`src/sv/m4inv_pkg.sv`:
```
// shared types, constants and helper functions for the 4x4 matrix inverse core
`default_nettype none
package m4inv_pkg;

    localparam int FRAC_BITS = 16;
    localparam int ELEM_W    = 32;
    localparam int IDX_W     = 4;
    localparam int N_ELEM    = 16;
    localparam int COF_W     = 64;
    localparam int ACC_W     = 100;
    localparam int THR_W     = 17;
    localparam int QUO_W     = COF_W + FRAC_BITS;
    localparam logic [IDX_W-1:0] LAST_IDX = IDX_W'(N_ELEM - 1);

    typedef struct packed {
        logic signed [ELEM_W-1:0] element_value;
        logic [IDX_W-1:0]         element_index;
    } in_item_t;

    typedef struct packed {
        logic signed [ELEM_W-1:0] result_value;
        logic [IDX_W-1:0]         result_index;
        logic                     invertible;
        logic                     last;
    } out_item_t;

    typedef enum logic [3:0] {
        ST_IDLE,
        ST_RA,
        ST_RB,
        ST_RC,
        ST_M1,
        ST_M2,
        ST_M3,
        ST_COF_WR,
        ST_DR,
        ST_DL,
        ST_DET,
        ST_INV,
        ST_ER,
        ST_EL,
        ST_EDIV,
        ST_EOUT
    } state_t;

    typedef struct packed {
        logic [IDX_W-1:0] m_raddr;
        logic [IDX_W-1:0] c_raddr;
        logic [IDX_W-1:0] idx;
        logic             ld_a;
        logic             ld_b;
        logic             ld_c_m;
        logic             ld_p_ab;
        logic             ld_p_cof;
        logic             mul_lo;
        logic             acc_add;
        logic             acc_neg;
        logic             acc_clr;
        logic             cof_wr;
        logic             det_wr;
        logic             inv_wr;
        logic             ld_elem;
        logic             div_start;
        logic             out_load;
    } cmd_t;

    typedef struct packed {
        logic inv;
        logic div_done;
        logic out_free;
    } sts_t;

    function automatic logic [COF_W-1:0] mag64(input logic signed [COF_W-1:0] v);
        logic [COF_W-1:0] u;
        u = v;
        return v[COF_W-1] ? (~u + COF_W'(1)) : u;
    endfunction

    // column order of the six terms of a 3x3 determinant, packed {p2, p1, p0}
    function automatic logic [5:0] perm_row(input logic [2:0] t);
        logic [5:0] r;
        case (t)
            3'd0:    r = {2'd2, 2'd1, 2'd0};
            3'd1:    r = {2'd0, 2'd2, 2'd1};
            3'd2:    r = {2'd1, 2'd0, 2'd2};
            3'd3:    r = {2'd0, 2'd1, 2'd2};
            3'd4:    r = {2'd1, 2'd2, 2'd0};
            3'd5:    r = {2'd2, 2'd0, 2'd1};
            default: r = {2'd2, 2'd1, 2'd0};
        endcase
        return r;
    endfunction

    // address of factor sel of term t of the minor for adjugate entry k
    function automatic logic [IDX_W-1:0] minor_addr(input logic [IDX_W-1:0] k,
                                                    input logic [2:0] t,
                                                    input logic [1:0] sel);
        logic [1:0] rsel;
        logic [1:0] p;
        logic [1:0] csel;
        logic [5:0] row;
        rsel = (sel >= k[1:0]) ? sel + 2'd1 : sel;
        row  = perm_row(t);
        p    = row[sel*2 +: 2];
        csel = (p >= k[3:2]) ? p + 2'd1 : p;
        return {rsel, csel};
    endfunction

endpackage
`default_nettype wire

```
`src/sv/m4inv_ctrl.sv`:
```
// sequencer for cofactor, determinant and result phases
`default_nettype none
module m4inv_ctrl (
    input  wire logic                          clk,
    input  wire logic                          rst_n,
    input  wire logic                          in_valid,
    input  wire logic [m4inv_pkg::IDX_W-1:0]   in_index,
    output logic                               in_stall,
    input  wire m4inv_pkg::sts_t               sts,
    output m4inv_pkg::cmd_t                    cmd
);

    localparam int IW = m4inv_pkg::IDX_W;

    m4inv_pkg::state_t state_reg, state_next;
    logic [IW-1:0]     k_reg, k_next;
    logic [2:0]        t_reg, t_next;
    logic [1:0]        j_reg, j_next;
    logic              det_ph_reg, det_ph_next;

    always_comb
    begin
        state_next  = state_reg;
        k_next      = k_reg;
        t_next      = t_reg;
        j_next      = j_reg;
        det_ph_next = det_ph_reg;
        case (state_reg)
            m4inv_pkg::ST_IDLE:
            begin
                if (in_valid && in_index == m4inv_pkg::LAST_IDX)
                begin
                    state_next  = m4inv_pkg::ST_RA;
                    k_next      = '0;
                    t_next      = '0;
                    det_ph_next = 1'b0;
                end
            end
            m4inv_pkg::ST_RA: state_next = m4inv_pkg::ST_RB;
            m4inv_pkg::ST_RB: state_next = m4inv_pkg::ST_RC;
            m4inv_pkg::ST_RC: state_next = m4inv_pkg::ST_M1;
            m4inv_pkg::ST_M1: state_next = m4inv_pkg::ST_M2;
            m4inv_pkg::ST_M2: state_next = m4inv_pkg::ST_M3;
            m4inv_pkg::ST_M3:
            begin
                if (det_ph_reg)
                begin
                    if (j_reg == 2'd3)
                    begin
                        state_next = m4inv_pkg::ST_DET;
                    end
                    else
                    begin
                        j_next     = j_reg + 2'd1;
                        state_next = m4inv_pkg::ST_DR;
                    end
                end
                else if (t_reg == 3'd5)
                begin
                    state_next = m4inv_pkg::ST_COF_WR;
                end
                else
                begin
                    t_next     = t_reg + 3'd1;
                    state_next = m4inv_pkg::ST_RA;
                end
            end
            m4inv_pkg::ST_COF_WR:
            begin
                t_next = '0;
                if (k_reg == m4inv_pkg::LAST_IDX)
                begin
                    det_ph_next = 1'b1;
                    j_next      = '0;
                    state_next  = m4inv_pkg::ST_DR;
                end
                else
                begin
                    k_next     = k_reg + IW'(1);
                    state_next = m4inv_pkg::ST_RA;
                end
            end
            m4inv_pkg::ST_DR:  state_next = m4inv_pkg::ST_DL;
            m4inv_pkg::ST_DL:  state_next = m4inv_pkg::ST_M2;
            m4inv_pkg::ST_DET: state_next = m4inv_pkg::ST_INV;
            m4inv_pkg::ST_INV:
            begin
                k_next     = '0;
                state_next = m4inv_pkg::ST_ER;
            end
            m4inv_pkg::ST_ER: state_next = m4inv_pkg::ST_EL;
            m4inv_pkg::ST_EL:
            begin
                state_next = sts.inv ? m4inv_pkg::ST_EDIV : m4inv_pkg::ST_EOUT;
            end
            m4inv_pkg::ST_EDIV:
            begin
                if (sts.div_done)
                begin
                    state_next = m4inv_pkg::ST_EOUT;
                end
            end
            m4inv_pkg::ST_EOUT:
            begin
                if (sts.out_free)
                begin
                    if (k_reg == m4inv_pkg::LAST_IDX)
                    begin
                        det_ph_next = 1'b0;
                        state_next  = m4inv_pkg::ST_IDLE;
                    end
                    else
                    begin
                        k_next     = k_reg + IW'(1);
                        state_next = m4inv_pkg::ST_ER;
                    end
                end
            end
            default: state_next = m4inv_pkg::ST_IDLE;
        endcase
    end

    always_comb
    begin
        cmd     = '0;
        cmd.idx = k_reg;
        case (state_reg)
            m4inv_pkg::ST_IDLE: cmd.acc_clr = 1'b1;
            m4inv_pkg::ST_RA:   cmd.m_raddr = m4inv_pkg::minor_addr(k_reg, t_reg, 2'd0);
            m4inv_pkg::ST_RB:
            begin
                cmd.m_raddr = m4inv_pkg::minor_addr(k_reg, t_reg, 2'd1);
                cmd.ld_a    = 1'b1;
            end
            m4inv_pkg::ST_RC:
            begin
                cmd.m_raddr = m4inv_pkg::minor_addr(k_reg, t_reg, 2'd2);
                cmd.ld_b    = 1'b1;
            end
            m4inv_pkg::ST_M1:
            begin
                cmd.ld_c_m  = 1'b1;
                cmd.ld_p_ab = 1'b1;
            end
            m4inv_pkg::ST_M2: cmd.mul_lo = 1'b1;
            m4inv_pkg::ST_M3:
            begin
                cmd.acc_add = 1'b1;
                cmd.acc_neg = !det_ph_reg && ((t_reg >= 3'd3) ^ k_reg[0] ^ k_reg[2]);
            end
            m4inv_pkg::ST_COF_WR:
            begin
                cmd.cof_wr  = 1'b1;
                cmd.acc_clr = 1'b1;
            end
            m4inv_pkg::ST_DR:
            begin
                cmd.m_raddr = {2'b00, j_reg};
                cmd.c_raddr = {j_reg, 2'b00};
            end
            m4inv_pkg::ST_DL:
            begin
                cmd.ld_c_m   = 1'b1;
                cmd.ld_p_cof = 1'b1;
            end
            m4inv_pkg::ST_DET:
            begin
                cmd.det_wr  = 1'b1;
                cmd.acc_clr = 1'b1;
            end
            m4inv_pkg::ST_INV: cmd.inv_wr = 1'b1;
            m4inv_pkg::ST_ER:
            begin
                cmd.m_raddr = k_reg;
                cmd.c_raddr = k_reg;
            end
            m4inv_pkg::ST_EL:
            begin
                cmd.ld_elem   = 1'b1;
                cmd.div_start = sts.inv;
            end
            m4inv_pkg::ST_EDIV: cmd.idx = k_reg;
            m4inv_pkg::ST_EOUT: cmd.out_load = sts.out_free;
            default: cmd.acc_clr = 1'b1;
        endcase
    end

    always_ff @(posedge clk or negedge rst_n)
    begin
        if (!rst_n)
        begin
            state_reg  <= m4inv_pkg::ST_IDLE;
            k_reg      <= '0;
            t_reg      <= '0;
            j_reg      <= '0;
            det_ph_reg <= 1'b0;
        end
        else
        begin
            state_reg  <= state_next;
            k_reg      <= k_next;
            t_reg      <= t_next;
            j_reg      <= j_next;
            det_ph_reg <= det_ph_next;
        end
    end

    assign in_stall = (state_reg != m4inv_pkg::ST_IDLE);

endmodule
`default_nettype wire

```
`config.mk`:
```
export PLATFORM = sky130hd
export DESIGN_NAME = m4inv_ctrl
export DESIGN_NICKNAME = d
export VERILOG_FILES = /design/src/sv/m4inv_pkg.sv /design/src/sv/m4inv_ctrl.sv
export SDC_FILE = /design/constraint.sdc
export NUM_CORES = 1
export LEC_CHECK = 0
export ABC_AREA = 0
export BUFFER_PORTS_ARGS = -buffer_cell sky130_fd_sc_hd__buf_2
export CELL_PAD_IN_SITES_DETAIL_PLACEMENT = 1
export CELL_PAD_IN_SITES_GLOBAL_PLACEMENT = 1
export CORE_MARGIN = 2
export CORE_UTILIZATION = 39
export DETAILED_ROUTE_END_ITERATION = 8
export GPL_TIMING_DRIVEN = 1
export PLACE_DENSITY_LB_ADDON = 0.15
export SETUP_SLACK_MARGIN = 0.05
export SYNTH_ARGS = -nofsm -noshare
export SYNTH_HDL_FRONTEND = slang
export SYNTH_SLANG_ARGS = --single-unit
```
`constraint.sdc`:
```
create_clock -name clk -period 3.93 [get_ports clk]
set_input_delay 0.786 -clock clk [delete_from_list [all_inputs] [get_ports clk]]
set_output_delay 0.786 -clock clk [all_outputs]
set_load 0.03 [all_outputs]
```
==> reports/metrics.yaml, run 1 <==
synthesis:
  synth_top_cells_by_area: "dfrtp_1 22%, ha_1 11%, nor2_1 5.7%, nand2_1 4.8%, mux2i_1 4.4%"
  synth_nets: 232
  synth.top_cell.area_share_pct: 22.2
  yosysWarnings: 0
  synth_seq_cells: 14
  synth_edf_count: 0
  avgSynthCellArea_um2: 7.60
  dominantRegCellSynth: "dfrtp_1"
  yosysTopAreaCell: "dfrtp_1"
  syn_inst: 208
  seq_area_frac_synth_pct: 22.2
  netlist_area_um2: 1580
  synthArstFlopShare_pct: 100
  yosysUniqueCellTypes: 51
power:
  power.leakage_nw: 0.868
  swShare_pct: 56.2
  ir_drop_mv: 0.349
  intPower_uw: 676
  powerDensity_nw_per_um2: 849
  sequentialPowerShare_pct: 22.1
  pwr-share-comb_pct: 68.2
  power_frac_clock_pct: 9.7
  switching_power_uw: 868
  finalPower_mw: 1.54
clock_tree:
  worstSkewPairLatency_ns: 0.26
  path_clk_slew_ns: 0.07
  hold_buffers: 0
  clk_path_buf_depth: 2
  post_cts_resized: 0
  cts_tree: "done"
  cts_setup_buffers: 0
  cts_buffers: 3
  htree_levels: 1
  clock-sinks: 14
  cts-root-buf: "clkbuf_8"
sta:
  period_needed_ns: 3.73
  skew_ns: 0.00504
  setup_viol: 0
  slew_headroom_pct: 45.4
  fin_crit_sh_pct: 94.9
  rsz0062_at_grt: "false"
  max_freq_ghz: 0.268
  setup_tns_ns: 0
  holdWs_ns: 0.439
  finalHoldViolCount: 0
  tightest_slew_ns: 0.820
  drv_slew: 0
route:
  via_per_inst: 5.57
  drtAntennaViolNets: 0
  drt-initial-drc-count: 80
  drt-total-wl_um: 4740
  drc_errors: 0
  dr_total_vias: 1587
  dr.pass1.iters: 4
  wl_per_cell_um: 16.6
placement:
  dp_hpwl_um: 3650
  place_congestion: 0.820
  dpl-instance-area_um2: 1750
  portBuffers: 37
global_routing:
  grt_max_degree: 25
  met1_usage_pct: 32.5
  antenna_found_initial: 0
  overflow: 0
  met3_usage_pct: 3.83
  busiest_layer: "met2"
  grt_pass1_vias: 1566
  grt_pass1_wl_um: 7870
  met2_usage_pct: 35.8
  groute.usage.overall_pct: 23.0
die:
  die_width_um: 67.7
  io_pins: 38
  dieArea_um2: 4580
  initial_core_util_pct: 40.1
  core_um2: 3940
  fp-row-count: 23
  die_y_um: 67.7
critical_path:
  crit_fanout: 7
  path_buf_inv: 1
  crit-reg2reg-launch: "state_reg[2]$_DFFE_PN0P_"
  cp-startpoint: "t_reg[0]$_DFFE_PN0P_"
  path_cells: "ha_1 -> ha_1 -> or4_1 -> nand2_1 -> ha_1 -> a21oi_4 -> xnor2_1 -> o22ai_1 -> a211o_1 -> buf_2"
  critPathKind: "reg2out"
  crit_top_cell: "ha_1"
  cp-end-kind: "output port"
  critPathArrivalTime_ns: 2.94
  cp_top_family: "adder cells"
  start_kind: "register"
  cp.required_ns: 3.14
  critPathSlowestCell: "or4_1"
  cpPeakStageDelay_ns: 0.56
layout:
  fin_util_pct: 46.1
  area_delta_synth_final_pct: 15.1
  final_common_cell: "buf_2"
  final_nets: 260
  final_cell_mix: "37 x buf_2, 24 x nor2_1, 20 x nand2_1"
  diodes: 0
  fillers: 529
  final_area_um2: 1820
  drive_above_1_share_pct: 22.6
flow_run:
  maxCapViolCount: 0
hold_path:
  hold_class: "in2async"
outcome:
  status: "finished clean"
[power groups by stage]
stage / combinational [mW] / sequential [mW] / clock [mW]
finish: 1.05 / 0.341 / 0.149
detailed placement: 1.02 / 0.342 / 0
floorplan: 0.840 / 0.282 / 0
global route: 1.16 / 0.359 / 0.161
global placement: 1.01 / 0.341 / 0
CTS: 1.03 / 0.339 / 0.152
[stage by stage]
step,setup WS [ns],cells
floorplan,0.669,208
global placement,0.507,281
detailed placement,0.377,281
CTS,0.0855,285
global route,0.0495,285
finish,0.202,285
[metal layers]
metal  vias to the layer above  wire length [um]
met4                         0                82
met2                        36              2170
met3                         9               179
met5                         -                 0
met1                       754              2310
li1                        788                 -
[kinds of logic after synthesis]
logic type,after synthesis,synth area share (%)
and+or+nand+nor,92,29.2
AOI/OAI and AO/OA,43,18.3
buffers and inverters,28,8.31
adders and majority gates,14,11.1
DFF,14,22.2
muxes,10,7.05
xor gates and xnor gates,7,3.88
[worst register-to-register path, delay by kind of cell (launching register included)]
family          cells  cell delay, ns
flops               1            0.88
simple gates        3            0.68
mux                 1            0.30
buf+inv             1            0.07
compound gates      1            0.09
[synth_stat cells (2+ instances only)]
library cell and number:
ha_1 14, o22ai_1 3, and2_1 2, a31oi_1 3, or2_2 2, inv_1 13
or3_1 2, a21oi_1 10, dfrtp_1 14, nor3_1 8, nand2b_1 6, xor2_1 2
nor2_1 24, mux2i_1 7, xnor2_1 5, and3_1 4, a22oi_1 3, clkbuf_1 5
nand2_1 20, nor2b_1 2, mux2_4 2, nand4_1 2, o21ai_0 9, nand3b_1 2
nand3_1 11, buf_6 2, o211ai_1 3, buf_2 5
[final cells by class]
type                       count  area, um^2  share of cell area [%]
tap                           50        62.6                    3.44
sequential                    14         352                    19.3
inverter                      14        53.8                    2.96
timing repair buffer          37         185                    10.2
clock buffer                   4        55.1                    3.03
multi-input combinational    166        1110                    61.1
[final timing paths]
check	endpoint	slack [ns]	depth (start not counted)
max	cmd[23]	0.20	10
min	k_reg[3]$_DFFE_PN0P_	0.44	1
max reg2reg	t_reg[0]$_DFFE_PN0P_	1.80	6
min reg2reg	j_reg[0]$_DFFE_PN0P_	0.54	1
max in group asynchronous	t_reg[0]$_DFFE_PN0P_	3.19	1
min in group clk	j_reg[0]$_DFFE_PN0P_	0.54	1
No activity file was read; power rests on OpenSTA's default activity.
==> run 2: changes to the inputs <==
--- a/config.mk
+++ b/config.mk
@@ -10,7 +10,8 @@
 export CELL_PAD_IN_SITES_DETAIL_PLACEMENT = 1
 export CELL_PAD_IN_SITES_GLOBAL_PLACEMENT = 1
 export CORE_MARGIN = 2
-export CORE_UTILIZATION = 39
+export CORE_UTILIZATION = 40
+export CTS_BUF_LIST = sky130_fd_sc_hd__clkbuf_4
 export DETAILED_ROUTE_END_ITERATION = 8
 export GPL_TIMING_DRIVEN = 1
 export PLACE_DENSITY_LB_ADDON = 0.15
==> constraint.sdc (replaced) <==
create_clock -name clk -period 4.2 [get_ports clk]
set_input_delay 0.84 -clock clk [delete_from_list [all_inputs] [get_ports clk]]
set_output_delay 0.84 -clock clk [all_outputs]
set_load 0.03 [all_outputs]
==> run 2 against run 1 <==
  * Register-to-register slack improved by 0.25 ns
  * Via count up 1.4%
  * Non-clock buffer count stayed put
  * Utilization is 1.6 points higher
  * Clock power shrank 42%
  * First-iteration DRC count fell by 28%
  * Combinational power fell by 9%
  * Hold slack better by 0.0025 ns
==> reports/metrics.yaml, run 2 (synthesized netlist as in run 1, its figures left out) <==
outcome:
  status: "finished clean"
clock_tree:
  clk_path_buf_depth: 2  # unchanged
  cts_tree: "done"
  clock-sinks: 14  # unchanged
  hold_buffers: 0  # unchanged
  worstSkewPairLatency_ns: 0.29  # +0.03 ns
  cts_setup_buffers: 0  # unchanged
  cts-root-buf: "clkbuf_4"
  htree_levels: 1  # unchanged
  cts_buffers: 3  # unchanged
  post_cts_resized: 0  # unchanged
  path_clk_slew_ns: 0.10  # +0.03 ns
route:
  dr_total_vias: 1609  # +1.4%
  drc_errors: 0  # unchanged
  drt-total-wl_um: 4730  # -0.23%
  drtAntennaViolNets: 0  # unchanged
  drt-initial-drc-count: 58  # -28%
  via_per_inst: 5.69  # +2.1%
  wl_per_cell_um: 16.7  # +0.47%
  dr.pass1.iters: 4  # unchanged
critical_path:
  critPathArrivalTime_ns: 2.99  # +0.05 ns
  r2r_cells: 6  # unchanged
  path_cells: "inv_1 -> ha_1 -> and2_1 -> a21o_1 -> ha_1 -> nor2b_1 -> a2111oi_0 -> nor3b_1 -> a211o_1 -> buf_2"
  start_kind: "register"
  r2r_end: "t_reg[0]$_DFFE_PN0P_"
  crit_top_cell: "ha_1"
  critPathSlowestCell: "a2111oi_0"
  ff2ff_setup_slack_ns: 2.05  # +0.25 ns
  cp-end-kind: "output port"
  crit_fanout: 7  # unchanged
  cpPeakStageDelay_ns: 0.50  # -0.06 ns
  crit-reg2reg-launch: "state_reg[2]$_DFFE_PN0P_"
  critPathKind: "reg2out"
  cp.required_ns: 3.36  # +0.22 ns
sta:
  max_freq_ghz: 0.261
  tightest_slew_ns: 0.809  # -0.0108 ns
  fin_crit_sh_pct: 91.3
  holdWs_ns: 0.441  # +0.00245 ns
  skew_ns: 0.00481  # -0.000231 ns
  drv_slew: 0  # unchanged
  finalHoldViolCount: 0  # unchanged
  setup_viol: 0  # unchanged
  setup_tns_ns: 0  # unchanged
  slew_headroom_pct: 46.1  # +0.72 points
  rsz0062_at_grt: "false"
  period_needed_ns: 3.83
layout:
  diodes: 0  # unchanged
  final_cell_mix: "37 x buf_2, 24 x nor2_1, 20 x nand2_1"
  final_nets: 260  # unchanged
  final_common_cell: "buf_2"
  fillers: 504  # -4.7%
  area_delta_synth_final_pct: 12.3
  drive_above_1_share_pct: 21.3  # -1.3 points
global_routing:
  overflow: 0  # unchanged
  grt_pass1_vias: 1586  # +1.3%
  grt_pass1_wl_um: 7720  # -1.8%
  groute.usage.overall_pct: 22.8  # -0.17 points
  grt_max_degree: 25  # unchanged
  antenna_found_initial: 0  # unchanged
die:
  initial_core_util_pct: 42.5  # +2.4 points
  die_y_um: 66.9  # -1.2%
  fp-row-count: 22  # -4.3%
  core_um2: 3720  # -5.7%
  die_width_um: 66.9  # -1.2%
  io_pins: 38  # unchanged
  dieArea_um2: 4470  # -2.4%
hold_path:
  hold_class: "in2async"
placement:
  dp_hpwl_um: 3750  # +2.7%
  place_congestion: 0.876  # +6.8%
  portBuffers: 37  # unchanged
power:
  powerDensity_nw_per_um2: 766  # -9.7%
  power.leakage_nw: 0.855  # -1.5%
  ir_drop_mv: 0.365  # +4.6%
flow_run:
  maxCapViolCount: 0  # unchanged
-- run 2: cell types whose count changed in the layout (fill, tap and decap cells not counted) --
| cell | before | now |
|---|---|---|
| a21oi_1 | 9 | 10 |
| dfrtp_1 | 13 | 14 |
| clkbuf_8 | 4 | 0 |
| clkbuf_4 | 0 | 3 |
| a2111oi_1 | 1 | 0 |
| clkinv_1 | 0 | 1 |
| a21oi_4 | 1 | 0 |
| a2111oi_0 | 0 | 1 |
| dfrtp_2 | 1 | 0 |
-- run 2: critical path: cells and delay by family (launching register included) --
family	cells	cell delay, ns
buf+inv	2	0.30
compound gates	3	0.94
fa+ha+maj	2	0.53
flops	1	0.46
simple gates	3	0.47
-- run 2: layout make-up --
class                      instances  area [um^2]  area share (%)
timing repair buffer              37          185            10.4
inverter                          14         53.8            3.03
sequential                        14          350            19.7
clock inverter                     1         3.75           0.212
clock buffer                       3         22.5            1.27
multi-input combinational        166         1100            61.9
tap                               48         60.1            3.39
-- run 2: worst max path at each step --
stage                         start       to  cells after the start
2_1_floorplan  t_reg[0]$_DFFE_PN0P_  cmd[23]                      9
3_3_place_gp   t_reg[0]$_DFFE_PN0P_  cmd[23]                     10
3_5_place_dp   t_reg[0]$_DFFE_PN0P_  cmd[23]                     10
4_1_cts        t_reg[0]$_DFFE_PN0P_  cmd[23]                     10
5_1_grt        t_reg[0]$_DFFE_PN0P_  cmd[23]                     10
6_report       t_reg[0]$_DFFE_PN0P_  cmd[23]                     10
-- run 2: layer usage --
layer	GRT usage, %	vias to the layer above	share of wire (%)
li1	-	783	-
met1	31.8	795	47
met2	39.1	29	49
met3	3.04	2	4.1
met4	1.53	0	0.17
met5	0	-	0
-- run 2: per-stage QoR --
| step | cell area, um^2 | util (%) | setup slack [ns] | power [mW] | cells |
|---|---|---|---|---|---|
| floorplan | 1580 | - | 0.885 | 1.05 | 208 |
| global placement | 1750 | 47.0 | 0.733 | 1.25 | 279 |
| detailed placement | 1750 | 47.0 | 0.656 | 1.28 | 279 |
| CTS | 1770 | 47.7 | 0.317 | 1.36 | 283 |
| global route | 1770 | 47.7 | 0.136 | 1.49 | 283 |
| finish | 1770 | 47.7 | 0.367 | 1.36 | 283 |
-- run 2: report_power, final --
part / leakage [nW] / switching (mW) / internal [mW] / total, mW
sequential: 0.185 / 0.137 / 0.176 / 0.313
combinational: 0.654 / 0.602 / 0.358 / 0.960
clock: 0.0154 / 0.0519 / 0.0346 / 0.0864
total: 0.855 / 0.791 / 0.568 / 1.36
==> run 3: changes to the inputs <==
==> constraint.sdc (replaced) <==
create_clock -name clk -period 4.05 [get_ports clk]
set_input_delay 0.81 -clock clk [delete_from_list [all_inputs] [get_ports clk]]
set_output_delay 0.81 -clock clk [all_outputs]
set_load 0.03 [all_outputs]
==> run 3 against run 2 <==
  * Final area did not move
  * Register-to-register slack got worse by 0.13 ns
  * Largest power group unchanged
  * Non-clock buffer count did not move
  * Sequential power rose by 4%
  * Combinational power rose by 3.9%
  * Clock power is essentially flat
  * Critical path depth unchanged
  * Largest cell class unchanged
  * Total power rose by 3.6%
  * Setup slack got worse by 0.12 ns
  * Routed wire length decreased by 1.2%
  * Clock skew up 0.0071 ns
  * Flip-flop and latch count is the same
  * Highest routed layer unchanged
==> reports/metrics.yaml, run 3 (synthesized netlist as in run 1, its figures left out) <==
outcome:
  status: "finished clean"
power:
  ir_drop_mv: 0.367  # +0.60%
  switching_power_uw: 818  # +3.4%
  pwr-share-comb_pct: 70.8  # +0.2 points
  power_frac_clock_pct: 6.1  # -0.3 points
  powerDensity_nw_per_um2: 793  # +3.6%
  power.leakage_nw: 0.855  # unchanged
  swShare_pct: 58.1  # -0.076 points
  intPower_uw: 590  # +3.7%
  sequentialPowerShare_pct: 23.1  # about the same
sta:
  setup_tns_ns: 0  # unchanged
  finalHoldViolCount: 0  # unchanged
  tightest_slew_ns: 0.807  # -0.00165 ns
  max_freq_ghz: 0.263
  skew_ns: 0.0119  # +0.00710 ns
  period_needed_ns: 3.81
  drv_slew: 0  # unchanged
  slew_headroom_pct: 46.2  # +0.11 points
  setup_viol: 0  # unchanged
  fin_crit_sh_pct: 94.0
  rsz0062_at_grt: "false"
clock_tree:
  cts_setup_buffers: 0  # unchanged
  cts_tree: "done"
  clock-sinks: 14  # unchanged
  htree_levels: 1  # unchanged
  cts_buffers: 3  # unchanged
  path_clk_slew_ns: 0.10  # about the same
  post_cts_resized: 0  # unchanged
  hold_buffers: 0  # unchanged
  clk_path_buf_depth: 2  # unchanged
  cts-root-buf: "clkbuf_4"
  worstSkewPairLatency_ns: 0.30  # about the same
die:
  io_pins: 38  # unchanged
  die_y_um: 66.9  # unchanged
  die_width_um: 66.9  # unchanged
  core_um2: 3720  # unchanged
  fp-row-count: 22  # unchanged
  dieArea_um2: 4470  # unchanged
  initial_core_util_pct: 42.5  # unchanged
placement:
  place_congestion: 0.876  # unchanged
  portBuffers: 37  # unchanged
  dp_hpwl_um: 3740  # -0.27%
  dpl-instance-area_um2: 1750  # unchanged
route:
  drtAntennaViolNets: 0  # unchanged
  dr_total_vias: 1581  # -1.7%
  drt-initial-drc-count: 68  # +17%
  dr.pass1.iters: 4  # unchanged
  met2_length_um: 2270  # -1.2%
  wl_met1_um: 2270  # +1.7%
  drt-total-wl_um: 4680  # -1.2%
  top_layer: "met4"
  via_per_inst: 5.59  # -1.7%
  met3_length_um: 117  # -39%
  drc_errors: 0  # unchanged
  wl_per_cell_um: 16.5  # -1.2%
layout:
  diodes: 0  # unchanged
  multiInputGateArea_um2: 1100  # unchanged
  area_delta_synth_final_pct: 12.3  # unchanged
  final_cell_mix: "37 x buf_2, 24 x nor2_1, 20 x nand2_1"
  final_common_cell: "buf_2"
  final_nets: 260  # unchanged
  final_area_um2: 1770  # unchanged
  drive_above_1_share_pct: 21.3  # unchanged
  seq_area_um2: 350  # unchanged
  fillers: 507  # +0.60%
critical_path:
  cp-end-kind: "output port"
  critPathArrivalTime_ns: 3.00  # about the same
  critPathKind: "reg2out"
  crit_fanout: 7  # unchanged
  cp.required_ns: 3.24  # -0.12 ns
  start_kind: "register"
global_routing:
  groute.usage.overall_pct: 23.0  # +0.14 points
  grt_max_degree: 25  # unchanged
  overflow: 0  # unchanged
  grt_pass1_wl_um: 7840  # +1.5%
  grt_pass1_vias: 1601  # +0.95%
  antenna_found_initial: 0  # unchanged
hold_path:
  hold_class: "in2async"
flow_run:
  maxCapViolCount: 0  # unchanged
## run 3: worst max-delay path, cell delays in order (launching register included)
cell and delay [ns]:
dfrtp_1 0.46, inv_1 0.13, ha_1 0.23, and2_1 0.20, a21o_1 0.20, ha_1 0.30
nor2b_1 0.13, a2111oi_0 0.50, nor3b_1 0.14, a211o_1 0.25, buf_2 0.17
## run 3: metal layers
metal  vias to the layer above  GRT usage (%)
met5                         -              0
met4                         0           2.30
met3                         2           3.55
met2                        21           38.6
met1                       777           32.0
li1                        781              -
## run 3: layout make-up
| cell class | instances | share of cell area [%] |
|---|---|---|
| tap | 48 | 3.39 |
| inverter | 14 | 3.03 |
| sequential | 14 | 19.7 |
| multi-input combinational | 166 | 61.9 |
| timing repair buffer | 37 | 10.4 |
| clock buffer | 3 | 1.27 |
| clock inverter | 1 | 0.212 |
## run 3: stage by stage
stage	util, %	cells	hold slack, ns	total power, mW	setup WS [ns]
4_1_cts	47.7	283	0.409	1.42	0.201
3_3_place_gp	47.0	279	0.515	1.29	0.613
3_5_place_dp	47.0	279	0.524	1.32	0.556
6_report	47.7	283	0.405	1.41	0.244
2_1_floorplan	-	208	0.487	1.09	0.765
5_1_grt	47.7	283	0.419	1.55	0.0526
## run 3: power by group through the flow
| stage | Sequential [mW] | Combinational, mW | Clock (mW) |
|---|---|---|---|
| floorplan | 0.274 | 0.815 | 0 |
| global placement | 0.321 | 0.973 | 0 |
| detailed placement | 0.327 | 0.996 | 0 |
| CTS | 0.324 | 1.00 | 0.0908 |
| global route | 0.344 | 1.12 | 0.0936 |
| finish | 0.325 | 0.997 | 0.0861 |
## run 3: final timing paths
check                                       end  cells after the start                startpoint  slack (ns)
setup / recovery                        cmd[23]                     10      t_reg[0]$_DFFE_PN0P_        0.24
max in group asynchronous  j_reg[0]$_DFFE_PN0P_                      1                     rst_n        3.37
min in group clk           j_reg[0]$_DFFE_PN0P_                      1      j_reg[0]$_DFFE_PN0P_        0.53
hold / removal             k_reg[2]$_DFFE_PN0P_                      1                     rst_n        0.40
setup reg to reg           t_reg[0]$_DFFE_PN0P_                      6  state_reg[2]$_DFFE_PN0P_        1.92
hold reg to reg            j_reg[0]$_DFFE_PN0P_                      1      j_reg[0]$_DFFE_PN0P_        0.53
